==> src/rtl/dtt_pkg.sv <==
`timescale 1ns / 1ps
package dtt_pkg;
   localparam int TableDepth = 16;
   localparam int IdxW = $clog2(TableDepth);
   localparam int CntW = $clog2(TableDepth + 1);
   localparam int PosW = 20;
   localparam int KindW = 8;
   localparam int ConfW = 24;
   localparam int DistW = 44;

   localparam logic [1:0] OP_ADD = 2'd0;
   localparam logic [1:0] OP_TICK = 2'd1;
   localparam logic [1:0] OP_CLEAR = 2'd2;

   localparam logic [2:0] REG_MATCH = 3'd0;
   localparam logic [2:0] REG_GROWTH = 3'd1;
   localparam logic [2:0] REG_DECAY = 3'd2;
   localparam logic [2:0] REG_THRESH = 3'd3;
   localparam logic [2:0] REG_MAXCONF = 3'd4;

   typedef enum logic [2:0] {
      ST_IDLE, ST_SCAN, ST_MATCH, ST_APPEND, ST_REPORT, ST_OUT
   } state_type;

   // controller to datapath
   typedef struct packed {
      logic load;
      logic clr_count;
      logic idx_clear;
      logic idx_step;
      logic upd_match;
      logic upd_tick;
      logic append;
      logic best_clear;
      logic best_valid;
      logic drop_set;
      logic out_load;
   } ctl_type;

   // datapath to controller
   typedef struct packed {
      logic [1:0] op;
      logic       idx_last;
      logic       near;
      logic       full;
      logic       empty;
   } sts_type;
endpackage

==> src/rtl/dtt_ctrl.sv <==
`timescale 1ns / 1ps
module dtt_ctrl
   import dtt_pkg::*;
(
   input  logic    clock,
   input  logic    reset,
   input  logic    req_tvalid,
   output logic    req_tready,
   output logic    rsp_tvalid,
   input  logic    rsp_tready,
   input  sts_type sts,
   output ctl_type ctl
);
   state_type state_ff, state_in;

   // scan: one entry per cycle, read and compared in the same cycle
   always_comb begin
      state_in = state_ff;
      case (state_ff)
         ST_IDLE: begin
            if (req_tvalid) state_in = ST_SCAN;
         end
         ST_SCAN: begin
            if (sts.op == OP_ADD) begin
               if (sts.empty) state_in = ST_APPEND;
               else state_in = ST_MATCH;
            end else if (sts.op == OP_TICK && !sts.empty) begin
               state_in = ST_MATCH;
            end else begin
               state_in = ST_REPORT;
            end
         end
         ST_MATCH: begin
            if (sts.op == OP_ADD && sts.near) state_in = ST_REPORT;
            else if (sts.idx_last) begin
               state_in = (sts.op == OP_ADD) ? ST_APPEND : ST_REPORT;
            end
         end
         ST_APPEND: state_in = ST_REPORT;
         ST_REPORT: begin
            if (sts.empty || sts.idx_last) state_in = ST_OUT;
         end
         ST_OUT: begin
            if (rsp_tready) state_in = ST_IDLE;
         end
         default: state_in = ST_IDLE;
      endcase
   end

   always_comb begin
      ctl = '0;
      req_tready = 1'b0;
      rsp_tvalid = 1'b0;
      case (state_ff)
         ST_IDLE: begin
            req_tready = 1'b1;
            ctl.load = req_tvalid;
            ctl.idx_clear = 1'b1;
         end
         ST_SCAN: begin
            ctl.clr_count = (sts.op == OP_CLEAR);
            ctl.idx_clear = 1'b1;
            ctl.best_clear = 1'b1;
         end
         ST_MATCH: begin
            if (sts.op == OP_ADD) begin
               ctl.upd_match = sts.near;
               ctl.idx_step = !sts.near && !sts.idx_last;
            end else begin
               ctl.upd_tick = 1'b1;
               ctl.idx_step = !sts.idx_last;
            end
            ctl.idx_clear = (sts.op == OP_ADD && sts.near) || sts.idx_last;
         end
         ST_APPEND: begin
            ctl.append = !sts.full;
            ctl.drop_set = sts.full;
            ctl.idx_clear = 1'b1;
         end
         ST_REPORT: begin
            ctl.best_valid = !sts.empty;
            ctl.idx_step = !sts.idx_last;
            ctl.out_load = sts.empty || sts.idx_last;
         end
         ST_OUT: rsp_tvalid = 1'b1;
         default: ;
      endcase
   end

   always_ff @(posedge clock) begin
      if (reset) begin
         state_ff <= ST_IDLE;
      end else begin
         state_ff <= state_in;
      end
   end
endmodule

==> config.mk <==
export PLATFORM = sky130hd
export DESIGN_NAME = dtt_ctrl
export DESIGN_NICKNAME = d
export VERILOG_FILES = /design/src/rtl/dtt_pkg.sv /design/src/rtl/dtt_ctrl.sv
export SDC_FILE = /design/constraint.sdc
export NUM_CORES = 1
export LEC_CHECK = 0
export ABC_AREA = 0
export BUFFER_PORTS_ARGS = -buffer_cell sky130_fd_sc_hd__buf_2
export CORE_AREA = 2 2 39 41
export CTS_CLUSTER_DIAMETER = 30
export CTS_CLUSTER_SIZE = 30
export DETAILED_ROUTE_END_ITERATION = 10
export DIE_AREA = 0 0 41 43
export SKIP_LAST_GASP = 1
export SLEW_MARGIN = 40
export SYNTH_ARGS = -nofsm -noshare
export SYNTH_HDL_FRONTEND = slang
export SYNTH_SLANG_ARGS = --single-unit
==> constraint.sdc <==
create_clock -name clock -period 1.6 [get_ports clock]
set_input_delay 0.16 -clock clock [delete_from_list [all_inputs] [get_ports clock]]
set_output_delay 0.16 -clock clock [all_outputs]
set_load 0.005 [all_outputs]
==> results of run 1 <==
==> synth_stat cells, types with 2 or more instances <==
master	instances	area, µm²
nand2_1	2	7.51
dfxtp_1	3	60.1
nand2b_1	2	12.5
inv_1	2	7.51
nor2b_1	3	18.8
o21ai_1	2	10.0
buf_2	3	15.0
a21oi_1	3	15.0
nor3_1	8	40.0
nor2_1	10	37.5
==> what timing repair did <==
action                                  4_1_cts  5_1_grt
gates cloned                                  0        0
endpoints found under the setup margin        1        1
resized for setup                             1        2
pin swaps                                     0        0
==> worst paths after layout <==
kind	startpoint	endpoint	slack [ps]	cells after the start
worst min register to register	state_ff[0]$_SDFFE_PP0P_	state_ff[0]$_SDFFE_PP0P_	630	2
worst max register to register	state_ff[0]$_SDFFE_PP0P_	state_ff[2]$_SDFFE_PP0P_	300	4
worst max-delay path	state_ff[0]$_SDFFE_PP0P_	ctl[9]	150	4
worst min-delay path	reset	state_ff[0]$_SDFFE_PP0P_	120	2
==> worst reg2reg max path: cells and delay by family (launching register included) <==
| kind | cells | cell delay (ps) |
|---|---|---|
| flops | 1 | 390 |
| compound gates | 3 | 390 |
| simple gates | 1 | 400 |
==> report_power, final <==
group / internal [µW] / switching, µW / leakage (µW) / total (µW)
clock network: 93.5 / 40.2 / 0.0000150 / 134
registers: 116 / 109 / 0.0000258 / 225
logic: 250 / 253 / 0.000207 / 503
==> final cells by class <==
cell class | count | share of cell area
clock buffer | 4 | 0.0493
inverter | 3 | 0.0211
multi-input combinational | 45 | 0.552
sequential | 3 | 0.120
tap | 16 | 0.0376
timing repair buffer | 23 | 0.221
==> logic make-up (layout without fill, tap and decap cells) <==
group / count (synthesis) / in the layout / synth area share
AND/OR/NAND/NOR: 31 / 31 / 0.441
AO/OA/AOI/OAI: 14 / 14 / 0.332
buffers and inverters: 6 / 30 / 0.0691
flip-flops: 3 / 3 / 0.158
==> routing by layer <==
layer | part of all wire | routed length (µm)
met4 | 0 | 0
met5 | 0 | 0
met2 | 0.51 | 524
met3 | 0.038 | 39
met1 | 0.45 | 463
==> metrics by stage <==
step / area [µm²] / worst slack, ps
floorplan: 380 / 335
global placement: 503 / 218
detailed placement: 503 / 152
CTS: 531 / 37.4
global route: 533 / 0.382
finish: 533 / 154
==> reports/metrics.cfg, run 1 <==
[status]
status=finished, final reports clean

[floorplan]
io_pins=23
die-area_um2=1760
initial_core_util=0.275
die_y_um=43
die_width_um=41
core-area_um2=1380
rows=14

[clock_tree]
cts_root_buf=clkbuf_4
clockBufferDepth=2
cts_tree=yes
hold_buffers=0
post-cts-setup-buffers=0
clk_latency_ps=230
htree_num_levels=1
clk_pin_slew_ps=40
clock-sinks=3
cts_buffers=3

[job]
drv_cap=0

[sta]
fin_crit_ps=1450
fin_setup_tns_ps=0
whs_ps=115
max-slew-margin-rel=0.690
rsz0062_at_grt=false
hold_viol=0
final.setup_skew_ps=0.762
timing.final.setup_violations=0
fmax_ghz=0.692
tightest_slew_ps=461
period_share=0.904
timing.final.max_slew_violations=0

[worst_setup_path]
worstPathArrival_ps=1290
path_max_fanout=15
start_kind=register
worstSetupEndpointType=primary output
cp_slowest_stage_delay_ps=480
cp.required_ps=1440
path_class=register to primary output
path_cells=inv_2 -> nor3_1 -> and3b_1 -> buf_2
slowest_stage=dfxtp_2
critPathTopFamily=flip-flops
crit_buf_inv=2

[final_layout]
diodes=0
ff_latch_area_um2=63.8
final_cells=94
top_regs=state_ff x3
final_common_cell=buf_2
area_growth_pct=40.1
n_fill_cell=164
nets=89
regMostFlops=state_ff
mostFrequentLayoutCells=22 x buf_2, 10 x nor2_1, 8 x nor3_1
largest_register_ffs=3
multi_input_area_um2=294
final_layout_size_suffix_gt1_frac=0.462
post-route-util=0.385

[synthesis]
ys_warn_count=0
synth-edff-count=0
synthDistinctLibCells=26
ys_seq_elements=3
syn-num-nets=64
synth.yosys.seq_area_share=0.158
netlist_area_um2=380
ys.flop_type=dfxtp_1
syn_avg_cell_area_um2=7.04
async_flop_share=0
syn_inst=54

[grt]
track_usage=0.126
met2_usage=0.188
grt_pass1_wl_um=1570
grt.met3_usage=0
grt_overflow=0
grt-busiest-layer=met2
antenna_found_initial=0
met1_usage=0.172
grt_max_degree=16
grt_pass1_vias=393

[place]
portBuffers=22
place_congestion=0.774
hpwlAfterDp_um=780
placed_cells=90

[routing]
drcViolationCount=0
drt_pass1_iterations=4
wl_per_cell_um=10.9
postRouteAntennaNets=0
dr_total_vias=459
drt_wl_total_um=1030
via_per_inst=4.88
first_iter_violations=7

[hold_path]
hold_path_class=input port to register

[pwr]
finalPower_uw=862
leakage_uw=0.000248
peakVddDrop_mv=0.410
p_per_area_nw_per_um2=1620

No activity file was read; power rests on OpenSTA's default activity.
==> run 2, diff against run 1 <==
MAX_ROUTING_LAYER = met4   (was default)
clock period = 1.8 ns   (was 1.6 ns; I/O delays follow)
==> run 2 against run 1 <==
  * Sequential share of layout area shrank 0.31 points
  * Clock power shrank 12%
  * Via count grew 0.22%
  * Final area shrank 1.4%
  * First-iteration DRC count shrank 57%
  * Combinational power shrank 13%
  * Routed wire length shrank 3.2%
  * Die area is the same
  * Register-to-register slack gained 150 ps
  * Count of clock-buffer cells in the layout is the same
  * Worst hold slack gained 23 ps
  * Largest power group unchanged
==> reports/metrics.cfg, run 2 (synthesis gave the netlist of run 1 again) <==
[status]
status=finished, final reports clean

[worst_setup_path]
start_kind=register
cp.required_ps=1620  ; +180 ps
path_cells=nor2b_2 -> nand2_1 -> o22a_1 -> nor2_1 -> buf_2
path_class=register to primary output
cp_slowest_stage_delay_ps=490  ; about the same
path_max_fanout=10  ; -5
slowest_stage=dfxtp_1
crit_start=state_ff[1]$_SDFFE_PP0P_
timing.rr.start=state_ff[2]$_SDFFE_PP0P_
worstPathArrival_ps=1450  ; +160 ps
worstSetupEndpointType=primary output

[final_layout]
final_common_cell=buf_2
area_growth_pct=38.2
largest_register_ffs=3  ; unchanged
regMostFlops=state_ff
n_fill_cell=156  ; -4.9%
final_layout_size_suffix_gt1_frac=0.442  ; -0.0200
mostFrequentLayoutCells=22 x buf_2, 10 x nor2_1, 8 x nor3_1, 3 x a21oi_1, 3 x clkbuf_4
ff_latch_area_um2=61.3  ; -3.9%
diodes=0  ; unchanged
multi_input_area_um2=297  ; +0.85%
top_regs=state_ff x3
nets=88  ; -1.1%

[sta]
fin_crit_ps=1630
fin_setup_tns_ps=0  ; unchanged
fmax_ghz=0.614
tightest_slew_ps=401  ; -59.7 ps
rsz0062_at_grt=false
max-slew-margin-rel=0.730  ; +0.0401
final.setup_skew_ps=1.35  ; +0.587 ps
timing.final.max_slew_violations=0  ; unchanged
timing.final.setup_violations=0  ; unchanged
hold_viol=0  ; unchanged
period_share=0.905

[grt]
track_usage=0.129  ; +0.00297
grt_pass1_wl_um=1550  ; -1.3%
antenna_found_initial=0  ; unchanged
grt_pass1_vias=383  ; -2.5%
grt_overflow=0  ; unchanged
grt_max_degree=16  ; unchanged

[floorplan]
die_width_um=41  ; unchanged
die_y_um=43  ; unchanged
die-area_um2=1760  ; unchanged
initial_core_util=0.275  ; unchanged
rows=14  ; unchanged
io_pins=23  ; unchanged
core-area_um2=1380  ; unchanged

[routing]
first_iter_violations=3  ; -4
drcViolationCount=0  ; unchanged
postRouteAntennaNets=0  ; unchanged
drt_pass1_iterations=4  ; unchanged
via_per_inst=4.95  ; +1.3%
wl_per_cell_um=10.7  ; -2.2%
drt_wl_total_um=994  ; -3.2%
dr_total_vias=460  ; +0.22%

[clock_tree]
clk_pin_slew_ps=40  ; about the same
clockBufferDepth=2  ; unchanged
cts_buffers=3  ; unchanged
cts_root_buf=clkbuf_4
clk_latency_ps=230  ; about the same
clock-sinks=3  ; unchanged
cts_tree=yes
post-cts-setup-buffers=0  ; unchanged
htree_num_levels=1  ; unchanged

[place]
portBuffers=22  ; unchanged
place_congestion=0.803  ; +3.8%
hpwlAfterDp_um=756  ; -3.1%

[job]
drv_cap=0  ; unchanged

[pwr]
p_per_area_nw_per_um2=1430  ; -12%
peakVddDrop_mv=0.455  ; +11%
leakage_uw=0.000242  ; -2.4%
finalPower_uw=750  ; -13%

[hold_path]
hp-start=reset
hold_path_class=input port to register

-- run 2: cell count changes in the layout (fill, tap and decap cells not counted) --
cell,before,now
dfxtp_1,0,2
dfxtp_2,3,1
buf_4,1,0
nor2b_1,3,2
nor2b_2,0,1
-- run 2: report_power, final --
part / switching [µW] / internal [µW] / total, µW / leakage, µW
clock: 35.0 / 83.1 / 118 / 0.0000150
sequential: 95.3 / 98.5 / 194 / 0.0000250
combinational: 220 / 218 / 438 / 0.000202
-- run 2: final timing paths --
| check | endpoint | slack (ps) | cells after the start |
|---|---|---|---|
| max | ctl[7] | 170 | 5 |
| min | state_ff[0]$_SDFFE_PP0P_ | 140 | 2 |
| max reg2reg | state_ff[0]$_SDFFE_PP0P_ | 450 | 4 |
| min reg2reg | state_ff[0]$_SDFFE_PP0P_ | 630 | 2 |
-- run 2: worst max-delay path: cells and delay by family, from the launching register on --
kind,cells,cell delay [ps]
flops,1,490
simple gates,3,440
compound gates,1,190
buf+inv,1,110
-- run 2: stage by stage --
step | instance area (µm²) | setup slack (ps) | hold slack [ps] | utilization | instances
after detailed placement | 495 | 316 | 385 | 0.358 | 89
after global routing | 526 | 4.88 | 139 | 0.380 | 93
final | 526 | 171 | 139 | 0.380 | 93
after global placement | 495 | 355 | 382 | 0.358 | 89
after CTS | 522 | 65.1 | 144 | 0.377 | 93
after floorplan | 380 | 515 | 248 | - | 54
-- run 2: metal layers --
layer	vias to the layer above	global-route usage	routed length, µm
met5	-	-	0
met4	0	0.0800	14
met3	2	0	34
met2	10	0.194	505
met1	207	0.165	440
li1	241	-	-
-- run 2: repair_timing --
item	in CTS	in global routing
resized for setup	0	2
hold buffers	0	0
setup endpoints to repair	0	2
-- run 2: layout make-up --
type / instances / area share
multi-input combinational: 45 / 0.564
timing repair buffer: 22 / 0.210
sequential: 3 / 0.117
clock buffer: 4 / 0.0500
tap: 16 / 0.0381
inverter: 3 / 0.0214
==> run 3, diff against run 2 <==
SETUP_SLACK_MARGIN = 0.3   (was default)
==> run 3 against run 2 <==
  * Final area increased by 6.7%
  * Sequential power increased by 6%
  * First-iteration DRC count rose by 100%
  * Highest routed layer unchanged
==> reports/metrics.cfg, run 3 (synthesis gave the netlist of run 1 again) <==
[status]
status=finished, final reports clean

[final_layout]
area_growth_pct=47.4
nets=90  ; +2.3%
final_layout_size_suffix_gt1_frac=0.494  ; +0.0521
regMostFlops=state_ff
largest_register_ffs=3  ; unchanged
final_cells=95  ; +2.2%
top_regs=state_ff x3
mostFrequentLayoutCells=22 x buf_2, 10 x nor2_1, 7 x nor3_1
diodes=0  ; unchanged
final_common_cell=buf_2

[pwr]
p_seq_frac=0.255  ; -0.003
comb_power_share=0.596  ; +0.012
finalPower_uw=808  ; +7.7%
switchingPower_uw=365  ; +4.2%
peakVddDrop_mv=0.495  ; +8.7%
clkPwrFrac=0.150  ; -0.008
intPower_uw=443  ; +11%
switching_share=0.451  ; -0.0154
p_per_area_nw_per_um2=1440  ; +0.99%
leakage_uw=0.000259  ; +6.8%

[grt]
track_usage=0.129  ; unchanged
grt_pass1_wl_um=1540  ; -0.45%
grt_max_degree=16  ; unchanged
grt_overflow=0  ; unchanged
grt_pass1_vias=378  ; -1.3%
antenna_found_initial=0  ; unchanged

[routing]
first_iter_violations=6  ; +3
dr_total_vias=484  ; +5.2%
drt_pass1_iterations=4  ; unchanged
drcViolationCount=0  ; unchanged
postRouteAntennaNets=0  ; unchanged
via_per_inst=5.09  ; +3.0%
drt_wl_total_um=1040  ; +4.3%
wl_per_cell_um=10.9  ; +2.1%

[worst_setup_path]
worstPathArrival_ps=1220  ; -230 ps
path_class=register to primary output
timing.rr.start=state_ff[0]$_SDFFE_PP0P_
worstSetupEndpointType=primary output
cp.required_ps=1620  ; about the same
rrSetupSlack_ps=490  ; +40 ps
start_kind=register
worstReg2RegEnd=state_ff[2]$_SDFFE_PP0P_
path_max_fanout=7  ; -3
ff2ff_path_depth=4  ; unchanged

[sta]
rsz0062_at_grt=true
timing.final.max_slew_violations=0  ; unchanged
fin_ws_ps=402  ; +231 ps
period_share=0.777  ; -0.128
fmax_ghz=0.715  ; +17%
final.setup_skew_ps=1.44  ; +0.0870 ps
max-slew-margin-rel=0.729  ; -0.00106
tightest_slew_ps=403  ; +1.57 ps
timing.final.setup_violations=0  ; unchanged
fin_setup_tns_ps=0  ; unchanged
fin_crit_ps=1400  ; -231 ps
hold_viol=0  ; unchanged

[floorplan]
initial_core_util=0.275  ; unchanged
core-area_um2=1380  ; unchanged
die_width_um=41  ; unchanged
rows=14  ; unchanged
die_y_um=43  ; unchanged
die-area_um2=1760  ; unchanged
io_pins=23  ; unchanged

[clock_tree]
cts_root_buf=clkbuf_4
clock-sinks=3  ; unchanged
clk_latency_ps=230  ; about the same
cts_tree=yes
clockBufferDepth=2  ; unchanged
cts_buffers=3  ; unchanged
htree_num_levels=1  ; unchanged
hold_buffers=0  ; unchanged
clk_pin_slew_ps=40  ; about the same

[hold_path]
holdPathEnd=state_ff[0]$_SDFFE_PP0P_
hp-start=reset
hold_depth=2  ; unchanged
hold_path_class=input port to register

[place]
placed_cells=89  ; unchanged
portBuffers=22  ; unchanged
pre_cts_slack_ps=316  ; unchanged
place_congestion=0.803  ; unchanged
hpwlAfterDp_um=756  ; unchanged

[job]
drv_cap=0  ; unchanged

run 3: layout make-up:
cell class	instances	area (µm²)
clock buffers	4	26.3
fillers	149	823
well taps	16	20.0
flip-flops and latches	3	71.3
inverters	3	11.3
multi-input cells	45	307
repair buffers	24	125
run 3: routing by layer:
metal  vias up  track usage  wire, µm
li1        244            -         -
met1       220        0.168       443
met2        18        0.191       530
met3         2            0        48
met4         0       0.0800        14
met5         -            -         0
run 3: power by group through the flow:
| stage | Sequential [µW] | Combinational (µW) | Clock, µW |
|---|---|---|---|
| 4_1_cts | 204 | 450 | 121 |
| 5_1_grt | 221 | 534 | 127 |
| 6_report | 206 | 481 | 121 |
| 2_1_floorplan | 116 | 383 | 0 |
| 3_3_place_gp | 191 | 438 | 0 |
| 3_5_place_dp | 192 | 441 | 0 |
run 3: timing repair:
item | in CTS | in global routing
endpoints found under the setup margin | 6 | 2
gates resized for setup | 6 | 3
buffers inserted | 0 | 2
run 3: worst max path at each step:
| stage | slack [ps] | cells past startpoint | to | startpoint |
|---|---|---|---|---|
| after global routing | 290 | 5 | ctl[7] | state_ff[1]$_SDFFE_PP0P_ |
| after floorplan | 520 | 5 | ctl[7] | state_ff[1]$_SDFFE_PP0P_ |
| after detailed placement | 320 | 4 | ctl[9] | state_ff[0]$_SDFFE_PP0P_ |
| final | 400 | 5 | ctl[7] | state_ff[1]$_SDFFE_PP0P_ |
| after CTS | 330 | 5 | ctl[7] | state_ff[1]$_SDFFE_PP0P_ |
| after global placement | 350 | 4 | state_ff[0]$_SDFFE_PP0P_ | state_ff[0]$_SDFFE_PP0P_ |
run 3: through the flow:
step                      cell area [µm²]  hold WS (ps)   util
after floorplan                       380           248      -
after global placement                495           382  0.358
after detailed placement              495           385  0.358
after CTS                             536           135  0.387
after global routing                  561           138  0.405
final                                 561           134  0.405
run 3: critical path, cell delays in order, from the launching register on:
cell and delay, ps:
dfxtp_4 370, nor2b_4 180, nand2_1 70, o22a_1 180
nor2_1 70, buf_2 110
